`src/rtl/core/bmss_pkg.sv`:
```
`default_nettype none

package bmss_pkg;

   // averaging and stall trip
   localparam int unsigned AVG_SAMPLES = 8;
   localparam int unsigned STALL_TRIP  = 200;

   // field widths
   localparam int unsigned KIND_W    = 2;
   localparam int unsigned BATT_W    = 16;
   localparam int unsigned ADC_W     = 12;
   localparam int unsigned DUTY_W    = 7;
   localparam int unsigned CUR_W     = 15;
   localparam int unsigned TARGET_W  = 24;
   localparam int unsigned SCALE_W   = 16;
   localparam int unsigned CNT_W     = 8;
   localparam int unsigned SUM_W     = $clog2(AVG_SAMPLES * (2 ** ADC_W));
   localparam int unsigned LEFT_W    = $clog2(AVG_SAMPLES + 1);
   localparam int unsigned PROD_W    = ADC_W + SCALE_W;
   localparam int unsigned DIV_BITS  = TARGET_W;
   localparam int unsigned DIV_CNT_W = $clog2(DIV_BITS);

   // configuration port
   localparam int unsigned CSR_IDX_W  = 3;
   localparam int unsigned CSR_DATA_W = TARGET_W;

   localparam logic [CSR_IDX_W-1:0] CSR_RAMP_ENABLE   = 3'd0;
   localparam logic [CSR_IDX_W-1:0] CSR_TARGET_VOLT   = 3'd1;
   localparam logic [CSR_IDX_W-1:0] CSR_ADC_BASELINE  = 3'd2;
   localparam logic [CSR_IDX_W-1:0] CSR_CURRENT_SCALE = 3'd3;
   localparam logic [CSR_IDX_W-1:0] CSR_NOLOAD_THR    = 3'd4;
   localparam logic [CSR_IDX_W-1:0] CSR_OVERLOAD_THR  = 3'd5;

   // item kinds
   localparam logic [KIND_W-1:0] KIND_RAMP   = 2'd0;
   localparam logic [KIND_W-1:0] KIND_SAMPLE = 2'd1;
   localparam logic [KIND_W-1:0] KIND_STALL  = 2'd2;

   // numeric limits
   localparam logic [DUTY_W-1:0] DUTY_MAX        = 7'd100;
   localparam logic [DUTY_W-1:0] NOLOAD_DUTY_MIN = 7'd10;
   localparam logic [CUR_W-1:0]  CURRENT_MAX     = 15'd32767;
   localparam logic [CNT_W-1:0]  CNT_MAX         = 8'd255;
   localparam logic [CNT_W-1:0]  STALL_TRIP_CNT  = CNT_W'(STALL_TRIP);
   localparam logic [LEFT_W-1:0] LEFT_RELOAD     = LEFT_W'(AVG_SAMPLES);

   localparam logic [SCALE_W-1:0] SCALE_RESET    = 16'd256;
   localparam logic [CUR_W-1:0]   OVERLOAD_RESET = 15'd32767;

   typedef struct packed {
      logic capture;
      logic div_step;
      logic ramp_apply;
      logic sum_step;
      logic mul_step;
      logic scale_step;
      logic stall_step;
      logic load_out;
   } dp_cmd_type;

   typedef struct packed {
      logic avg_due;
   } dp_status_type;

   typedef struct packed {
      logic [TARGET_W-1:0] target_voltage;
      logic [ADC_W-1:0]    adc_baseline;
      logic [SCALE_W-1:0]  current_scale;
      logic [CUR_W-1:0]    noload_threshold;
      logic [CUR_W-1:0]    overload_threshold;
   } dp_cfg_type;

endpackage

`default_nettype wire

```
`src/rtl/core/bmss_ctrl.sv`:
```
`default_nettype none

module bmss_ctrl
   import bmss_pkg::*;
(
   input  wire logic                clock,
   input  wire logic                reset,
   input  wire logic                req_valid,
   output logic                     req_ready,
   input  wire logic [KIND_W-1:0]   req_kind,
   output logic                     rsp_valid,
   input  wire logic                rsp_ready,
   input  wire logic                ramp_enable,
   input  wire dp_status_type       status,
   output dp_cmd_type               cmd
);

   typedef enum logic [2:0] {
      ST_IDLE,
      ST_DIV,
      ST_RAMP,
      ST_SUM,
      ST_MUL,
      ST_SCALE,
      ST_STALL,
      ST_FINISH
   } state_type;

   state_type              state_ff, state_in;
   logic [DIV_CNT_W-1:0]   div_cnt_ff, div_cnt_in;
   logic                   rsp_valid_ff, rsp_valid_in;
   logic                   accept;
   logic                   out_free;

   assign accept    = req_valid && req_ready;
   assign req_ready = (state_ff == ST_IDLE);
   assign rsp_valid = rsp_valid_ff;
   assign out_free  = !rsp_valid_ff || rsp_ready;

   always_comb begin
      state_in     = state_ff;
      div_cnt_in   = div_cnt_ff;
      rsp_valid_in = rsp_valid_ff;
      cmd          = '0;
      if (rsp_valid_ff && rsp_ready) begin
         rsp_valid_in = 1'b0;
      end
      case (state_ff)
         ST_IDLE: begin
            if (accept) begin
               cmd.capture = 1'b1;
               div_cnt_in  = '0;
               case (req_kind)
                  KIND_RAMP:   state_in = ramp_enable ? ST_DIV : ST_FINISH;
                  KIND_SAMPLE: state_in = ST_SUM;
                  KIND_STALL:  state_in = ST_STALL;
                  default:     state_in = ST_FINISH;
               endcase
            end
         end
         ST_DIV: begin
            cmd.div_step = 1'b1;
            div_cnt_in   = div_cnt_ff + 1'b1;
            if (div_cnt_ff == DIV_CNT_W'(DIV_BITS - 1)) begin
               state_in = ST_RAMP;
            end
         end
         ST_RAMP: begin
            cmd.ramp_apply = 1'b1;
            state_in       = ST_FINISH;
         end
         ST_SUM: begin
            cmd.sum_step = 1'b1;
            state_in     = status.avg_due ? ST_MUL : ST_FINISH;
         end
         ST_MUL: begin
            cmd.mul_step = 1'b1;
            state_in     = ST_SCALE;
         end
         ST_SCALE: begin
            cmd.scale_step = 1'b1;
            state_in       = ST_FINISH;
         end
         ST_STALL: begin
            cmd.stall_step = 1'b1;
            state_in       = ST_FINISH;
         end
         ST_FINISH: begin
            if (out_free) begin
               cmd.load_out = 1'b1;
               rsp_valid_in = 1'b1;
               state_in     = ST_IDLE;
            end
         end
         default: begin
            state_in = ST_IDLE;
         end
      endcase
   end

   always_ff @(posedge clock) begin
      if (reset) begin
         state_ff     <= ST_IDLE;
         div_cnt_ff   <= '0;
         rsp_valid_ff <= 1'b0;
      end else begin
         state_ff     <= state_in;
         div_cnt_ff   <= div_cnt_in;
         rsp_valid_ff <= rsp_valid_in;
      end
   end

   a_div_cnt_range: assert property (@(posedge clock) disable iff (reset)
      state_ff == ST_DIV |-> div_cnt_ff <= DIV_CNT_W'(DIV_BITS - 1))
      else $error("divider step count out of range");

   a_one_item: assert property (@(posedge clock) disable iff (reset)
      accept |=> !req_ready)
      else $error("item taken while another is in flight");

   a_load_free: assert property (@(posedge clock) disable iff (reset)
      cmd.load_out |-> out_free)
      else $error("result loaded over an untaken result");

   a_done_valid: assert property (@(posedge clock) disable iff (reset)
      cmd.load_out |=> rsp_valid)
      else $error("finished item not presented");

endmodule

`default_nettype wire

```
`src/rtl/core/bmss_dpath.sv`:
```
`default_nettype none

module bmss_dpath
   import bmss_pkg::*;
(
   input  wire logic                clock,
   input  wire logic                reset,
   input  wire dp_cmd_type          cmd,
   output dp_status_type            status,
   input  wire dp_cfg_type          cfg,
   input  wire logic [BATT_W-1:0]   req_battery_voltage,
   input  wire logic [ADC_W-1:0]    req_adc_sample,
   output logic [DUTY_W-1:0]        rsp_pwm_duty,
   output logic [CUR_W-1:0]         rsp_brush_current,
   output logic                     rsp_current_updated,
   output logic                     rsp_stall_detected
);

   // item registers
   logic [BATT_W-1:0]   battery_ff;
   logic [ADC_W-1:0]    sample_ff;

   // serial divider
   logic [BATT_W-1:0]   rem_ff, rem_in;
   logic [TARGET_W-1:0] quo_ff, quo_in;
   logic [BATT_W:0]     rem_shift;
   logic                rem_ge;

   // motor state
   logic [DUTY_W-1:0]   duty_ff, duty_in;
   logic [SUM_W-1:0]    sum_ff, sum_in;
   logic [LEFT_W-1:0]   left_ff, left_in;
   logic [CUR_W-1:0]    current_ff, current_in;
   logic [CNT_W-1:0]    trip_count_ff, trip_count_in;
   logic [ADC_W-1:0]    diff_ff, diff_in;
   logic [PROD_W-1:0]   prod_ff;
   logic                updated_ff, updated_in;
   logic                stalled_ff, stalled_in;

   // output register
   logic [DUTY_W-1:0]   out_duty_ff;
   logic [CUR_W-1:0]    out_current_ff;
   logic                out_updated_ff;
   logic                out_stalled_ff;

   logic [DUTY_W-1:0]   target;
   logic [SUM_W-1:0]    sum_add;
   logic [ADC_W-1:0]    avg;
   logic [CNT_W:0]      cnt_wide;
   logic [CNT_W-1:0]    cnt_sat;

   function automatic logic cur_below_noload();
      return current_ff < cfg.noload_threshold;
   endfunction

   assign status.avg_due = (left_ff <= LEFT_W'(1));

   assign rem_shift = {rem_ff, quo_ff[TARGET_W-1]};
   assign rem_ge    = (rem_shift >= {1'b0, battery_ff});

   always_comb begin
      rem_in = rem_ff;
      quo_in = quo_ff;
      if (cmd.capture) begin
         rem_in = '0;
         quo_in = cfg.target_voltage;
      end else if (cmd.div_step) begin
         if (rem_ge) begin
            rem_in = BATT_W'(rem_shift - {1'b0, battery_ff});
         end else begin
            rem_in = rem_shift[BATT_W-1:0];
         end
         quo_in = {quo_ff[TARGET_W-2:0], rem_ge};
      end
   end

   // zero battery reads as full duty
   always_comb begin
      if (battery_ff == '0) begin
         target = DUTY_MAX;
      end else if (quo_ff > TARGET_W'(DUTY_MAX)) begin
         target = DUTY_MAX;
      end else begin
         target = quo_ff[DUTY_W-1:0];
      end
   end

   assign sum_add = sum_ff + SUM_W'(sample_ff);
   assign avg     = ADC_W'(sum_add / AVG_SAMPLES);

   always_comb begin
      if (cur_below_noload()) begin
         cnt_wide = {1'b0, trip_count_ff} + ((duty_ff > NOLOAD_DUTY_MIN) ? 9'd1 : 9'd0);
      end else if (current_ff > cfg.overload_threshold) begin
         cnt_wide = {1'b0, trip_count_ff} + 9'd4;
      end else begin
         cnt_wide = '0;
      end
      cnt_sat = cnt_wide[CNT_W] ? CNT_MAX : cnt_wide[CNT_W-1:0];
   end

   always_comb begin
      duty_in       = duty_ff;
      sum_in        = sum_ff;
      left_in       = left_ff;
      current_in    = current_ff;
      trip_count_in = trip_count_ff;
      diff_in       = diff_ff;
      updated_in    = updated_ff;
      stalled_in    = stalled_ff;
      if (cmd.capture) begin
         updated_in = 1'b0;
         stalled_in = 1'b0;
      end
      if (cmd.ramp_apply) begin
         if (target == '0) begin
            duty_in = '0;
         end else if (duty_ff < target) begin
            duty_in = duty_ff + 1'b1;
         end else if (duty_ff != '0) begin
            duty_in = duty_ff - 1'b1;
         end
      end
      if (cmd.sum_step) begin
         if (status.avg_due) begin
            sum_in     = '0;
            left_in    = LEFT_RELOAD;
            updated_in = 1'b1;
            diff_in    = (avg > cfg.adc_baseline) ? avg - cfg.adc_baseline : '0;
         end else begin
            sum_in  = sum_add;
            left_in = left_ff - 1'b1;
         end
      end
      if (cmd.scale_step) begin
         if (prod_ff[PROD_W-1:CUR_W+8] != '0) begin
            current_in = CURRENT_MAX;
         end else begin
            current_in = prod_ff[CUR_W+7:8];
         end
      end
      if (cmd.stall_step) begin
         if (cnt_sat > STALL_TRIP_CNT) begin
            trip_count_in = '0;
            stalled_in    = 1'b1;
         end else begin
            trip_count_in = cnt_sat;
         end
      end
   end

   always_ff @(posedge clock) begin
      if (reset) begin
         duty_ff       <= '0;
         sum_ff        <= '0;
         left_ff       <= LEFT_RELOAD;
         current_ff    <= '0;
         trip_count_ff <= '0;
      end else begin
         duty_ff       <= duty_in;
         sum_ff        <= sum_in;
         left_ff       <= left_in;
         current_ff    <= current_in;
         trip_count_ff <= trip_count_in;
      end
   end

   always_ff @(posedge clock) begin
      if (cmd.capture) begin
         battery_ff <= req_battery_voltage;
         sample_ff  <= req_adc_sample;
      end
      rem_ff     <= rem_in;
      quo_ff     <= quo_in;
      diff_ff    <= diff_in;
      updated_ff <= updated_in;
      stalled_ff <= stalled_in;
      if (cmd.mul_step) begin
         prod_ff <= PROD_W'(diff_ff) * PROD_W'(cfg.current_scale);
      end
      if (cmd.load_out) begin
         out_duty_ff    <= duty_ff;
         out_current_ff <= current_ff;
         out_updated_ff <= updated_ff;
         out_stalled_ff <= stalled_ff;
      end
   end

   assign rsp_pwm_duty        = out_duty_ff;
   assign rsp_brush_current   = out_current_ff;
   assign rsp_current_updated = out_updated_ff;
   assign rsp_stall_detected  = out_stalled_ff;

   a_duty_range: assert property (@(posedge clock) disable iff (reset)
      duty_ff <= DUTY_MAX)
      else $error("duty above full scale");

   a_left_range: assert property (@(posedge clock) disable iff (reset)
      left_ff <= LEFT_RELOAD && left_ff != '0)
      else $error("sample countdown out of range");

   a_trip_clears: assert property (@(posedge clock) disable iff (reset)
      cmd.stall_step && cnt_sat > STALL_TRIP_CNT |=> trip_count_ff == '0 && stalled_ff)
      else $error("stall trip did not clear the counter");

endmodule

`default_nettype wire

```
`src/rtl/core/brush_motor_softstart_stall_monitor_unit.sv`:
```
`default_nettype none

// Brush motor soft-start and stall monitor. Each item on req_ is a ramp tick,
// an ADC sample or a stall check, and gives exactly one result on rsp_ with the
// duty and brush current after that item. A ramp tick runs a restoring
// divider, one quotient bit per cycle over the 24-bit target voltage, and
// then applies the ramp step; a sample adds into the running sum and, when
// it completes an eight-sample average, also multiplies by the scale and
// then saturates; a stall check updates the trip counter; an unused kind or
// a tick with ramping off goes straight to the result. One item is worked at
// a time; the next item is taken the cycle after a result is loaded into the
// output register, even if that result is not yet taken. Configuration writes
// are always accepted and should be made while no item is in flight.
module brush_motor_softstart_stall_monitor_unit
   import bmss_pkg::*;
(
   input  wire logic                   clock,
   input  wire logic                   reset,
   input  wire logic                   req_valid,
   output logic                        req_ready,
   input  wire logic [KIND_W-1:0]      req_kind,
   input  wire logic [BATT_W-1:0]      req_battery_voltage,
   input  wire logic [ADC_W-1:0]       req_adc_sample,
   output logic                        rsp_valid,
   input  wire logic                   rsp_ready,
   output logic [DUTY_W-1:0]           rsp_pwm_duty,
   output logic [CUR_W-1:0]            rsp_brush_current,
   output logic                        rsp_current_updated,
   output logic                        rsp_stall_detected,
   input  wire logic                   csr_valid,
   output logic                        csr_ready,
   input  wire logic [CSR_IDX_W-1:0]   csr_index,
   input  wire logic [CSR_DATA_W-1:0]  csr_data
);

   logic          ramp_enable_ff;
   dp_cfg_type    cfg_ff;
   dp_cmd_type    cmd;
   dp_status_type status;
   logic          csr_write;

   assign csr_ready = 1'b1;
   assign csr_write = csr_valid && csr_ready;

   always_ff @(posedge clock) begin
      if (reset) begin
         ramp_enable_ff            <= 1'b0;
         cfg_ff.target_voltage     <= '0;
         cfg_ff.adc_baseline       <= '0;
         cfg_ff.current_scale      <= SCALE_RESET;
         cfg_ff.noload_threshold   <= '0;
         cfg_ff.overload_threshold <= OVERLOAD_RESET;
      end else if (csr_write) begin
         case (csr_index)
            CSR_RAMP_ENABLE:   ramp_enable_ff            <= csr_data[0];
            CSR_TARGET_VOLT:   cfg_ff.target_voltage     <= csr_data[TARGET_W-1:0];
            CSR_ADC_BASELINE:  cfg_ff.adc_baseline       <= csr_data[ADC_W-1:0];
            CSR_CURRENT_SCALE: cfg_ff.current_scale      <= csr_data[SCALE_W-1:0];
            CSR_NOLOAD_THR:    cfg_ff.noload_threshold   <= csr_data[CUR_W-1:0];
            CSR_OVERLOAD_THR:  cfg_ff.overload_threshold <= csr_data[CUR_W-1:0];
            default: begin
            end
         endcase
      end
   end

   bmss_ctrl u_ctrl (
      .clock       (clock),
      .reset       (reset),
      .req_valid   (req_valid),
      .req_ready   (req_ready),
      .req_kind    (req_kind),
      .rsp_valid   (rsp_valid),
      .rsp_ready   (rsp_ready),
      .ramp_enable (ramp_enable_ff),
      .status      (status),
      .cmd         (cmd)
   );

   bmss_dpath u_dpath (
      .clock               (clock),
      .reset               (reset),
      .cmd                 (cmd),
      .status              (status),
      .cfg                 (cfg_ff),
      .req_battery_voltage (req_battery_voltage),
      .req_adc_sample      (req_adc_sample),
      .rsp_pwm_duty        (rsp_pwm_duty),
      .rsp_brush_current   (rsp_brush_current),
      .rsp_current_updated (rsp_current_updated),
      .rsp_stall_detected  (rsp_stall_detected)
   );

endmodule

`default_nettype wire

```
`config.mk`:
```
export PLATFORM = sky130hd
export DESIGN_NAME = brush_motor_softstart_stall_monitor_unit
export DESIGN_NICKNAME = d
export VERILOG_FILES = /design/src/rtl/core/bmss_pkg.sv /design/src/rtl/core/bmss_ctrl.sv /design/src/rtl/core/bmss_dpath.sv /design/src/rtl/core/brush_motor_softstart_stall_monitor_unit.sv
export SDC_FILE = /design/constraint.sdc
export NUM_CORES = 1
export LEC_CHECK = 0
export BUFFER_PORTS_ARGS = -buffer_cell sky130_fd_sc_hd__buf_2
export CAP_MARGIN = 30
export CORE_MARGIN = 2
export CORE_UTILIZATION = 40
export CTS_CLUSTER_SIZE = 20
export DETAILED_ROUTE_END_ITERATION = 8
export PLACE_DENSITY = 0.63
export SLEW_MARGIN = 25
export SYNTH_ARGS = -nofsm -noshare
export SYNTH_HDL_FRONTEND = slang
export SYNTH_SLANG_ARGS = --single-unit
export TNS_END_PERCENT = 30
```
`constraint.sdc`:
```
create_clock -name clock -period 5.7 [get_ports clock]
set_clock_uncertainty 0.2 [all_clocks]
set_input_delay 0.57 -clock clock [delete_from_list [all_inputs] [get_ports clock]]
set_output_delay 0.57 -clock clock [all_outputs]
set_load 0.02 [all_outputs]
```
# After elaboration in Yosys (flattened, before gate mapping)

Cells that the tools add are included.

Reductions and logical operators: 25
Div/mod/pow operators: 0
Equality and inequality tests: 18
Magnitude comparators: 9
Multiplexer cells: 44
Add/subtract/negate cells: 9
Bitwise logic cells: 0
Shifts and indexed selects: 0
Multiply operators: 1

Operators by type and width:

| cell                  | number |
|---|---|
| $mux W24              | 2 |
| $mux W7               | 5 |
| $mux W15              | 2 |
| $mul A12 B16 Y28      | 1 |
| $gt A24 B7 Y1 const B | 1 |
| $mux W1               | 20 |
| $eq A3 B3 Y1 const B  | 6 |
| $mux W9               | 2 |
| $pmux W3 S6           | 1 |
| $reduce_and A2 Y1     | 9 |
| $ge A17 B16 Y1        | 1 |
| $logic_not A16 Y1     | 1 |
| $mux W16              | 1 |
| $mux W8               | 2 |
| $sub A16 B16 Y16      | 1 |
| $add A15 B12 Y15      | 1 |
| $gt A15 B15 Y1        | 1 |
| $lt A15 B15 Y1        | 1 |
| $eq A3 B2 Y1 const B  | 4 |
| $gt A12 B12 Y1        | 1 |
| $mux W3               | 4 |
| $sub A12 B12 Y12      | 1 |
| $pmux W5 S2           | 1 |
| $add A8 B3 Y9 const B | 1 |
| other kinds (31)      | 36 |

RAM bits: 0
Flip-flop bits (word level): 275
Memory bits (read-only): 0
Memories kept: 0
Latch bits: 0

# Longest topological paths before layout

Word-level depth: 8
Mapped depth: 21

# Hierarchy

From an unflattened synthesis, not the netlist that was laid out.

Cells, all modules: 2024
Area, all modules: 19633.8 um2

By module, submodules not included:

| module                                   | sequential area each (um2) | cells an instance | area each (um2) | times used |
|---|---|---|---|---|
| bmss_dpath                               | 4584.4                     | 1628              | 15554.9         | 1 |
| brush_motor_softstart_stall_monitor_unit | 1661.6                     | 321               | 3424.5          | 1 |
| bmss_ctrl                                | 180.2                      | 75                | 654.4           | 1 |

# Worst setup path before layout

OpenSTA, ideal clock, no wires.

Kind: register to register
From: reg u_dpath.diff_ff[8]
To: reg u_dpath.prod_ff[22] (data pin)
Setup time: 258 ps
Slack: -67 ps
Buffers on the path: 1
Stages on the path, launching flop included: 20
Required time: 5242 ps
Arrival time: 5309 ps
Cell sequence: edfxtp_1 -> clkbuf_1 -> nand2_1 -> fa_1 -> inv_1 -> fa_1 -> fa_1 -> fa_1 -> inv_1 -> fa_1 -> inv_1 -> ha_1 -> a211o_1 -> a221oi_1 -> a21boi_1 -> nor2_1 -> a311oi_1 -> o21bai_1 -> a21oi_1 -> xnor2_1

Cells in the longest elaborated chain, start to end: 1

Ends and longest elaborated chain:

| what                   | line              | source |
|---|---|---|
| from (decl)            | bmss_dpath.sv:35  | `logic [ADC_W-1:0] diff_ff, diff_in;` |
| from (signal assigned) | bmss_dpath.sv:175 | `diff_ff <= diff_in;` |
| $mul A12 B16 Y28       | bmss_dpath.sv:179 | `prod_ff <= PROD_W'(diff_ff) * PROD_W'(cfg.current_scale);` |
| to (signal assigned)   | bmss_dpath.sv:179 |  |
| to (decl)              | bmss_dpath.sv:36  | `logic [PROD_W-1:0] prod_ff;` |

No other way between the ends.
A chain may end at the register's enable or synchronous reset.

# Final worst setup path

From: reg u_dpath.diff_ff[5]
To: reg u_dpath.prod_ff[27] (data pin)

Same word-level chain as after synthesis.

==> summary.md <==
| Metric | Value |
|---|---|
| Drt drc | `0` |
| Worst EP required | `just under 6 ns` |
| Drt pass-1 iters | `8` |
| Net Sw Frac | `35.7%` |
| PwrDens | `approximately 310 mW/mm2` |
| GPL Wtd Cong | `0.899` |
| IO Port Bufs | `87` |
| IO Pins | `89` |
| 1st-iter DRT viols | `1,030` |
| Min Hold Slack | `0.0359 ns` |
| Crit start category | `register` |
| Async S/R FF share, synth | `0%` |
| Core region area | `0.0466 mm2` |
| Largest net degree at the start of global routing | `68` |
| Crit path DAT | `5.77 ns` |
| Reg-to-reg slack, setup | `0.07 ns` |
| All-layer global routing usage | `19.2%` |
| CP max stage delay | `about 0.55 ns` |
| Mapped Area | `0.0189 mm2` |
| Layout overhead on the synthesized area | `18.3%` |
| Mean post-synth cell area | `between 8 and 9 um2` |
| Post-synthesis register bit count | `between 200 and 300` |
| Sequential share of power | `37.9%` |
| Die X-Extent | `221 um` |
| Crit path max-delay family | `adder cells` |
| Die height | `between 200 and 250 um` |
| Clock latency on the worst-skew pair | `0.59 ns` |
| Combinational power share | `32.2%` |
| Finished Cell Area | `0.0223 mm2` |
| Syn nets | `2,485` |
| Main synth FF type | `dfxtp_1` |
| Total CTS buffers | `31` |
| EDFF count, synth | `108` |
| Ys Warns | `0` |
| Pins Over Slew Limit | `0` |
| P_int | `4.47 mW` |
| Commonest non-fill, non-tap cell in the layout | `nand2_1` |
| CTS Buffer Depth | `3` |
| Clock power frac | `29.9%` |
| Initial antenna violation count | `2` |
| Crit path kind | `reg -> reg` |
| Critical path fanouts, max | `5` |
| # rows | `79` |
| CP Cell Sequence | `buf_6 -> buf_4 -> nand2_2 -> fa_1 -> fa_1 -> inv_1 -> ha_4 -> fa_1 -> inv_1 -> fa_1 -> inv_1 -> ha_4 -> nand2_1 -> buf_4 -> nor4_4 -> buf_4 -> nor4b_4 -> buf_4 -> nor3_4 -> nor2_4 -> o2111ai_2 -> a21oi_2 -> xnor2_1` |
| RSZ-0062 raised after global routing | `yes` |
| Tcrit/Tclk final | `a little over nine tenths` |
| Fin. Hold Viols | `0` |
| Post-route ant nets | `0` |
| Placed Instances | `~2,800` |
| Effective utilization at floorplan | `40.6%` |
| Final wirelength | `48,100 um` |
| Share of layout cells above drive strength 1 | `14.1%` |
| Clock-pin slew on the worst setup and hold paths | `0.06 ns` |
| Bufs and invs on worst path | `8` |
| Area after DPL | `0.0205 mm2` |
| Slew @ Worst Pin | `about 0.90 ns` |
| Final setup fails | `0` |
| Pleak | `10.0 nW` |
| Final setup margin | `about 0.069 ns` |
| Yosys cell types | `77` |
| CP Capture Type | `register` |
| Worst rel slew slack | `40.3%` |
| Crit-path slowest cell | `fa_1` |
| Syn Inst Count | `roughly 2,100` |
| Die ar. | `0.0490 mm2` |
| CTS tree | `yes` |
| Worst min path class | `in -> reg` |
| Sequential area share after synthesis | `34.0%` |
| Gr ovfl total | `0` |
| First-pass GRT wire length | `77,400 um` |
| Period minus WS final | `around 5.6 ns` |
| Status | `complete, no violations` |
| Clock Tree Root | `clkbuf_16` |
| Non-Filler Instances | `between 2,000 and 3,000` |
| Vias | `approximately 15,000` |
| CTS H-tree depth | `1` |
| Net Sw Power | `2.48 mW` |
| Fmax | `between 0.15 and 0.2 GHz` |
| Max VDD drop | `277 uV` |
| Max cap viols | `0` |
| Commonest cells after routing, fill and taps aside | `nand2_1, inv_1, dfxtp_1, ha_1, a21oi_1` |
| Sink Count | `267` |
| DR WL/cell | `16.4 um` |
| Post-DP HPWL | `36,100 um` |
| Vias/cell | `5.20` |
| Fin nets | `around 2,700` |
| Post-placement setup slack | `-0.232 ns` |
| Number of global-route vias before repair | `15,100` |
synthesized netlist by cell type, types with 5 or more instances:
master    instances  area (um2)
nor3b_1           7        52.6
a221oi_1          6        52.6
nor2_1          127         477
ha_1            151        1890
or4_1             8        60.1
a21o_1           19         143
nand2_1         444        1670
clkbuf_1         78         293
and2_1           55         344
dfxtp_1         159        3180
nor4_1           14        87.6
nand3_1          42         210
or3_1            12        75.1
and3_1            9        56.3
a22oi_1          11        82.6
xnor2_1          33         289
nand4_1          11        68.8
o21ai_1          21         105
a21oi_1         144         721
o21bai_1          6        45.0
o31a_1            5        43.8
inv_1           262         983
nand3b_1         23         173
mux2i_1          16         160
nand2b_1         11        68.8
edfxtp_1        108        3240
o21ai_0          33         165
xor2_1           20         175
nor3_1           39         195
fa_1            143        2860
o21a_1            8        60.1
nor2b_1          13        81.3
a22o_1            6        52.6
a211oi_1         11        82.6
o31ai_1           6        45.0
worst reg2reg max path, stage by stage (launching register included):
cell	delay (ns)
edfxtp_1	0.39
buf_6	0.14
buf_4	0.12
nand2_2	0.06
fa_1	0.53
fa_1	0.55
inv_1	0.06
ha_4	0.21
fa_1	0.53
inv_1	0.06
fa_1	0.52
inv_1	0.06
ha_4	0.27
nand2_1	0.06
buf_4	0.14
nor4_4	0.23
buf_4	0.18
nor4b_4	0.07
buf_4	0.17
nor3_4	0.31
nor2_4	0.07
o2111ai_2	0.24
a21oi_2	0.08
xnor2_1	0.12
what timing repair did:
item                                   4_1_cts  5_1_grt
endpoints found under the hold margin       28        0
gates resized for setup                     23       52
setup endpoints to repair                   10       15
setup buffers                                6       13
hold buffers                                28        0
cloned                                       0        0
pin swaps                                   17       54
path summary, 6_finish.rpt:
check | start | to | depth (start not counted)
min reg2reg | cfg_ff[17] | cfg_ff[17] | 2
min | csr_data[16] | cfg_ff[74] | 3
max | u_dpath.diff_ff[5] | u_dpath.prod_ff[27] | 23
max reg2reg | u_dpath.diff_ff[5] | u_dpath.prod_ff[27] | 23
stage by stage:
stage | TNS [ns] | power (mW) | utilization, %
3_5_place_dp | -1.18 | 4.83 | 44.1
4_1_cts | 0 | 6.95 | 47.3
5_1_grt | -0.477 | 7.36 | 48.0
3_3_place_gp | -0.686 | 4.76 | 44.1
6_report | 0 | 6.94 | 48.0
2_1_floorplan | 0 | 4.18 | -
state kept, by name, indices dropped and copies added, names as in the netlist, 3 cells and up:
name and cells:
u_dpath.sum_ff 15, cfg_ff 82, u_dpath.rsp_pwm_duty 7, u_dpath.diff_ff 12, u_dpath.duty_ff 7, u_ctrl.div_cnt_ff 5
u_dpath.left_ff 4, u_dpath.sample_ff 12, u_dpath.trip_count_ff 8, u_dpath.prod_ff 20, u_dpath.quo_ff 24, u_dpath.current_ff 15
u_dpath.battery_ff 16, u_dpath.rsp_brush_current 15, u_ctrl.state_ff 3, u_dpath.rem_ff 16
power groups by stage:
stage          sequential (mW)  combinational (mW)  clock [mW]
2_1_floorplan             2.58                1.60           0
3_3_place_gp              2.66                2.10           0
3_5_place_dp              2.67                2.16           0
4_1_cts                   2.63                2.20        2.11
5_1_grt                   2.67                2.50        2.19
6_report                  2.63                2.24        2.08
cells by family (layout without fill, tap and decap cells):
group                      Yosys count  after routing  share of synthesized area (%)
adders and majority gates          294            294                           25.2
DFF                                267            267                           34.0
and+or+nand+nor                    835            835                           20.1
muxes                               19             19                           1.03
AOI/OAI and AO/OA                  313            313                           10.2
xor gates and xnor gates            53             53                           2.46
other                                1              3                         0.0199
buffers and inverters              347            551                           7.00
cell type report:
| type | count | area, um2 |
|---|---|---|
| clock inverter | 14 | 185 |
| timing repair buffer | 229 | 1640 |
| clock buffer | 43 | 872 |
| antenna | 2 | 5.00 |
| inverter | 265 | 995 |
| multi-input combinational | 1515 | 11500 |
| tap | 607 | 759 |
| fill | 4316 | 24200 |
| sequential | 267 | 6440 |
metal layers:
layer | global-route usage (%) | vias up | routed length, um
li1 | - | 7402 | -
met1 | 25.4 | 7503 | 21200
met2 | 33.1 | 316 | 23700
met3 | 2.26 | 78 | 1970
met4 | 5.76 | 0 | 1200
met5 | 0 | - | 0
(Power assumes the default switching activity.)
